`src/hw/rtl/wgm_pkg.sv`:
```
// ---------------------------------------------------------------------------
// Wildcard glob matcher package
// Sizes, request codes and the star-closure prefix network.
// ---------------------------------------------------------------------------
package wgm_pkg;

  localparam int MaxPattern   = 32;
  localparam int PosCount     = MaxPattern + 1;
  localparam int LenW         = $clog2(MaxPattern + 1);
  localparam int IdxW         = (MaxPattern > 1) ? $clog2(MaxPattern) : 1;
  localparam int PrefixLevels = $clog2(PosCount);

  localparam int InDataW  = 8;
  localparam int InUserW  = 2;
  localparam int OutDataW = 8;

  localparam logic [7:0] StarChar = 8'd42;
  localparam logic [7:0] AnyChar  = 8'd63;

  typedef enum logic [1:0] {
    ACT_CLEAR  = 2'd0,
    ACT_APPEND = 2'd1,
    ACT_TEXT   = 2'd2,
    ACT_END    = 2'd3
  } action_t;

  // Bit j is set if seed bit j is set, or bit j-1 of the result is set and
  // prop bit j is set (prop[j]: pattern byte j-1 is a star). Log-depth scan.
  function automatic logic [PosCount-1:0] close_stars(input logic [PosCount-1:0] seed,
                                                      input logic [PosCount-1:0] prop);
    logic [PosCount-1:0] g;
    logic [PosCount-1:0] p;
    logic [PosCount-1:0] g_n;
    logic [PosCount-1:0] p_n;
    g = seed;
    p = prop;
    for (int k = 0; k < PrefixLevels; k++) begin
      for (int j = 0; j < PosCount; j++) begin
        if (j >= (1 << k)) begin
          g_n[j] = g[j] | (p[j] & g[j - (1 << k)]);
          p_n[j] = p[j] & p[j - (1 << k)];
        end else begin
          g_n[j] = g[j];
          p_n[j] = p[j];
        end
      end
      g = g_n;
      p = p_n;
    end
    return g;
  endfunction

endpackage

```
`src/hw/rtl/wildcard_glob_matcher.sv`:
```
// ---------------------------------------------------------------------------
// Wildcard glob matcher
// Loads a '*'/'?' pattern byte by byte, streams text through a bit-parallel
// set of active pattern positions and reports the verdict on end of text.
// ---------------------------------------------------------------------------
//  channel | dir | tdata (low bit up)              | tuser
//  s_*     | in  | char_byte[7:0]                  | action[1:0]
//  m_*     | out | matched, pattern_overflow, 0s   | -
//
//  One request per cycle, unless a waiting result stalls an end-of-text request.
//  Work per request: one input register, one position-vector update
//  (star closure as a log-depth prefix scan), one result register.
//  A waiting result stalls only an end-of-text request behind it.
//  rst clears pattern length, overflow flag, active set and both valids.
// ---------------------------------------------------------------------------
module wildcard_glob_matcher (
  input  logic                          clk,
  input  logic                          rst,
  input  logic                          s_tvalid,
  output logic                          s_tready,
  input  logic [wgm_pkg::InDataW-1:0]   s_tdata,   // char_byte[7:0]
  input  logic [wgm_pkg::InUserW-1:0]   s_tuser,   // action[1:0]
  output logic                          m_tvalid,
  input  logic                          m_tready,
  output logic [wgm_pkg::OutDataW-1:0]  m_tdata    // [0] matched, [1] pattern_overflow
);
  import wgm_pkg::*;

  logic                  stg_valid;
  action_t               stg_action;
  logic [7:0]            stg_char;

  logic [7:0]            pat_char [MaxPattern];
  logic [MaxPattern-1:0] used;
  logic [LenW-1:0]       length;
  logic                  overflow;
  logic [PosCount-1:0]   active;

  logic                  out_matched;
  logic                  out_overflow;

  logic                  is_end;
  logic                  fire;
  logic                  full;
  logic                  wr_en;
  logic [IdxW-1:0]       wr_idx;
  logic [MaxPattern-1:0] star_cur;
  logic [MaxPattern-1:0] hit_cur;
  logic [MaxPattern-1:0] stay;
  logic [MaxPattern-1:0] move;
  logic [MaxPattern-1:0] star_nx;
  logic [MaxPattern-1:0] used_nx;
  logic [PosCount-1:0]   step;
  logic [PosCount-1:0]   seed;
  logic [PosCount-1:0]   active_next;
  logic                  hit;

  assign is_end   = (stg_action == ACT_END);
  assign fire     = stg_valid && (!is_end || !m_tvalid || m_tready);
  assign s_tready = !stg_valid || fire;

  assign full   = (length == LenW'(MaxPattern));
  assign wr_en  = (stg_action == ACT_APPEND) && !full;
  assign wr_idx = length[IdxW-1:0];

  always_comb begin
    for (int i = 0; i < MaxPattern; i++) begin
      star_cur[i] = (pat_char[i] == StarChar);
      hit_cur[i]  = (pat_char[i] == AnyChar) || (pat_char[i] == stg_char);
      stay[i]     = active[i] && used[i] && star_cur[i];
      move[i]     = active[i] && used[i] && !star_cur[i] && hit_cur[i];
      if (wr_en && (wr_idx == IdxW'(i))) begin
        star_nx[i] = (stg_char == StarChar);
      end else begin
        star_nx[i] = star_cur[i];
      end
      if (stg_action == ACT_CLEAR) begin
        used_nx[i] = 1'b0;
      end else begin
        used_nx[i] = used[i] || (wr_en && (wr_idx == IdxW'(i)));
      end
    end
  end

  assign step        = {1'b0, stay} | {move, 1'b0};
  assign seed        = (stg_action == ACT_TEXT) ? step : PosCount'(1);
  assign active_next = close_stars(seed, {star_nx & used_nx, 1'b0});
  assign hit         = active[length] && !overflow;

  always_ff @(posedge clk) begin
    if (rst) begin
      stg_valid <= 1'b0;
      length    <= '0;
      used      <= '0;
      overflow  <= 1'b0;
      active    <= PosCount'(1);
      m_tvalid  <= 1'b0;
    end else begin
      if (s_tready) begin
        stg_valid <= s_tvalid;
      end
      if (fire && is_end) begin
        m_tvalid <= 1'b1;
      end else if (m_tready) begin
        m_tvalid <= 1'b0;
      end
      if (fire) begin
        active <= active_next;
        used   <= used_nx;
        case (stg_action)
          ACT_CLEAR: begin
            length   <= '0;
            overflow <= 1'b0;
          end
          ACT_APPEND: begin
            if (full) begin
              overflow <= 1'b1;
            end else begin
              length <= length + LenW'(1);
            end
          end
          default: begin
          end
        endcase
      end
    end
  end

  always_ff @(posedge clk) begin
    if (s_tvalid && s_tready) begin
      stg_action <= action_t'(s_tuser);
      stg_char   <= s_tdata;
    end
    if (fire && wr_en) begin
      pat_char[wr_idx] <= stg_char;
    end
    if (fire && is_end) begin
      out_matched  <= hit;
      out_overflow <= overflow;
    end
  end

  assign m_tdata = {(OutDataW - 2)'(0), out_overflow, out_matched};

endmodule

```
`config.mk`:
```
export PLATFORM = sky130hd
export DESIGN_NAME = wildcard_glob_matcher
export DESIGN_NICKNAME = d
export VERILOG_FILES = /design/src/hw/rtl/wgm_pkg.sv /design/src/hw/rtl/wildcard_glob_matcher.sv
export SDC_FILE = /design/constraint.sdc
export NUM_CORES = 1
export LEC_CHECK = 0
export CAP_MARGIN = 20
export CELL_PAD_IN_SITES_DETAIL_PLACEMENT = 0
export CELL_PAD_IN_SITES_GLOBAL_PLACEMENT = 1
export CORE_UTILIZATION = 48
export CTS_BUF_LIST = sky130_fd_sc_hd__clkbuf_8
export CTS_CLUSTER_SIZE = 8
export DETAILED_ROUTE_END_ITERATION = 10
export DONT_BUFFER_PORTS = 1
export HOLD_SLACK_MARGIN = 0.15
export PLACE_DENSITY_LB_ADDON = 0.1
export SLEW_MARGIN = 30
export SYNTH_ARGS = -nofsm -noshare
export SYNTH_HDL_FRONTEND = slang
export SYNTH_SLANG_ARGS = --single-unit
```
`constraint.sdc`:
```
create_clock -name clk -period 3.66 [get_ports clk]
set_clock_uncertainty 0.05 [all_clocks]
set_input_delay 0.549 -clock clk [delete_from_list [all_inputs] [get_ports clk]]
set_output_delay 0.549 -clock clk [all_outputs]
set_load 0.02 [all_outputs]
```
==> flow_metrics.tcl <==
set metrics [dict create \
    cp-startpoint "length[1]" \
    postRouteAntennaNets 0 \
    crit_type "reg2reg" \
    max_clock_freq_mhz 290 \
    drt_pass1_iterations 5 \
    holdWs_ps 443 \
    crit-reg2reg-launch "length[1]" \
    cp_top_family "compound AO/OA/AOI/OAI gates" \
    setup_tns_ps 0 \
    grt_max_degree 46 \
    cap_violations 0 \
    cp_cell_sequence "buf_4, ha_1, nand2_1, nor2_1, mux2_2, a221oi_1, nand3_1, a31oi_1, o21ai_1, a211oi_1, nor3_1" \
    cp_max_fo 11 \
    hold_path_class "reg2reg" \
    start_util 0.490 \
    ys_ff_latch 342 \
    placed_cell_area_mm2 0.0192 \
    clockPowerShare 0.419 \
    ff_latch_area_mm2 0.00953 \
    p_leak_nw 6.48 \
    critPathSlowestCell "a31oi_1" \
    synthFlopType "edfxtp_1" \
    rrSetupSlack_ps 220 \
    avgSynthCellArea_um2 10.7 \
    drc 0 \
    grt_pass1_vias 13500 \
    period_share 0.941 \
    vias 13700 \
    synth-edff-count 268 \
    cts_max_path_buffers 3 \
    clk_pin_slew_ps 70 \
    timing.rr.end "active[27]" \
    critPathArrivalTime_ps 3920 \
    stdcell_area_mm2 0.0205 \
    hold_viol 0 \
    start_kind "flop" \
    fill_cells 3159 \
    grt_setup_unrepaired "no" \
    fp.dieW_um 196 \
    synthCells 1683 \
    clk_latency_ps 650 \
    rows 70 \
    cts_htree_levels 2 \
    critical-path-max-stage-delay_ps 410 \
    track_usage 0.267 \
    pin_count 24 \
    vdd_ir_drop_max_uv 365 \
    synthToLayoutAreaGrowth_pct 13.4 \
    p_sw_w 0.00187 \
    p_seq_frac 0.520 \
    power_density_mw_per_mm2 398 \
    worst-path-buf-inv 1 \
    vias_per_cell 5.92 \
    portBuffers 0 \
    yosys_warnings 0 \
    p_comb_frac 0.060 \
    holdCritStartpoint "used[13]" \
    postCtsSetupRepairBufs 0 \
    grt_pass1_wl_mm 77.8 \
    power_w 0.00816 \
    final_nets 1788 \
    cts_tree "yes" \
    dpl.hpwl_mm 35.8 \
    wire_per_inst_um 21.8 \
    worst_pin_slew_ps 870 \
    p_int_w 0.00629 \
    setup_viol 0 \
    die_h_um 196 \
    drtIter0Drc 905 \
    gp_congestion 0.953 \
    cp.depth 11 \
    outcome "finished clean" \
    layout-drive-gt1-share 0.116 \
    worstRegToRegCells 11 \
    drv_slew 0 \
    layout_min_cycle_time_ps 3440 \
    routed_wl_mm 50.6 \
    clock-sinks 342 \
    ys_seq_area_frac 0.527 \
    grt-ovfl-total 0 \
    slew_headroom 0.419 \
    synth-async-reset-ratio 0 \
    clock-root-buffer "clkbuf_8" \
    dieArea_mm2 0.0384 \
    endpoint "active[27]" \
    antenna_found_initial 0 \
    multi_input_area_mm2 0.00812 \
    critPathRequiredTime_ps 4130 \
    core_mm2 0.0369 \
    diodes 0 \
    synth_area_mm2 0.0181 \
    synth_cell_types 78 \
    numCtsBuffers 57 \
    critPathCaptureType "flop" \
    swShare 0.229 \
]
-- cells in the mapped netlist, drive strengths merged (20+ instances only) --
master  number  area share
a21oi       46       0.013
xor2        45       0.022
nor4        20      0.0069
or3         22      0.0076
clkbuf      33      0.0069
buf         52       0.016
o21ai       70       0.019
nor2       186       0.039
and3        28      0.0097
edfxtp     268        0.45
nor3        37       0.010
dfxtp       74       0.082
nand4       86       0.030
xnor2      214        0.10
nand2       88       0.018
nand3      105       0.029
o21a        20      0.0083
-- state kept, by name (all words and copies together), names as in the netlist --
signal / count
stg_valid: 1
overflow: 1
stg_action: 2
m_tvalid: 1
out_overflow: 1
active: 33
stg_char: 8
pat_char: 256
out_matched: 1
length: 6
used: 32
-- metal layers --
metal,up-vias,wire length [um],global-route usage
li1,6466,-,-
met1,6742,22400,0.356
met2,397,23400,0.425
met3,113,2860,0.0495
met4,0,1900,0.120
met5,-,0,0
-- power groups by stage --
stage | combinational [W] | sequential [W] | clock [W]
2_1_floorplan | 0.000304 | 0.00433 | 0
3_3_place_gp | 0.000462 | 0.00432 | 0
3_5_place_dp | 0.000470 | 0.00432 | 0
4_1_cts | 0.000494 | 0.00424 | 0.00352
5_1_grt | 0.000530 | 0.00424 | 0.00366
6_report | 0.000492 | 0.00424 | 0.00342
-- kinds of logic (layout without fill, tap and decap cells) --
family / after synthesis / count (layout) / synth area share
other cells: 1 / 6 / 0.000207
fa+ha+maj: 6 / 6 / 0.00415
buf+inv: 104 / 229 / 0.0273
compound gates: 274 / 274 / 0.101
simple gates: 674 / 674 / 0.195
flops: 342 / 342 / 0.527
xor+xnor: 259 / 259 / 0.125
mux: 23 / 23 / 0.0198
-- cell type report --
cell class,instances,share of cell area
tap,504,0.0308
clock buffer,68,0.0456
sequential,342,0.465
multi-input combinational,1242,0.396
inverter,19,0.00348
timing repair buffer,106,0.0482
clock inverter,36,0.0112
-- stage by stage --
stage / utilization / cells / setup slack (ps)
3_5_place_dp: 0.519 / 2198 / 55.7
5_1_grt: 0.556 / 2317 / 5.74
6_report: 0.556 / 2317 / 216
4_1_cts: 0.555 / 2317 / 21.3
2_1_floorplan: - / 1688 / 130
3_3_place_gp: 0.519 / 2197 / 111
-- repair_timing --
action,4_1_cts,5_1_grt
hold buffers,15,0
gates resized for setup,0,10
setup endpoints to repair,0,6
hold endpoints to repair,46,0
-- tightest hold or removal path: stages, from the launching register on --
cell and delay [ps]:
dfxtp_1 340, nor2_1 50, nor2_1 70
-- how the worst min path moves through the flow --
stage,depth (start not counted),slack [ps],endpoint
final,2,440,used[13]
after global routing,1,470,stg_action[0]
after CTS,2,420,active[7]
after detailed placement,0,430,out_overflow
after global placement,2,420,used[2]
after floorplan,0,380,out_overflow
-- layout by cell type (no fill, tap or decap), types with 12 or more instances in the layout --
cell / Yosys / routed
edfxtp_1: 268 / 268
xnor2_1: 214 / 214
nor2_1: 186 / 185
nand3_1: 105 / 105
nand2_1: 88 / 87
nand4_1: 86 / 86
buf_4: 16 / 80
dfxtp_1: 74 / 74
clkbuf_8: 0 / 68
o21ai_0: 64 / 61
a21oi_1: 46 / 46
xor2_1: 45 / 45
inv_1: 19 / 41
nor3_1: 37 / 37
and3_1: 28 / 28
or3_1: 22 / 22
nor4_1: 20 / 20
o21a_1: 20 / 20
a31oi_1: 19 / 19
o22ai_1: 17 / 17
nand4b_1: 14 / 14
dlygate4sd3_1: 0 / 14
nor4bb_1: 13 / 12
a211oi_1: 12 / 12
(Power assumes the default switching activity.)
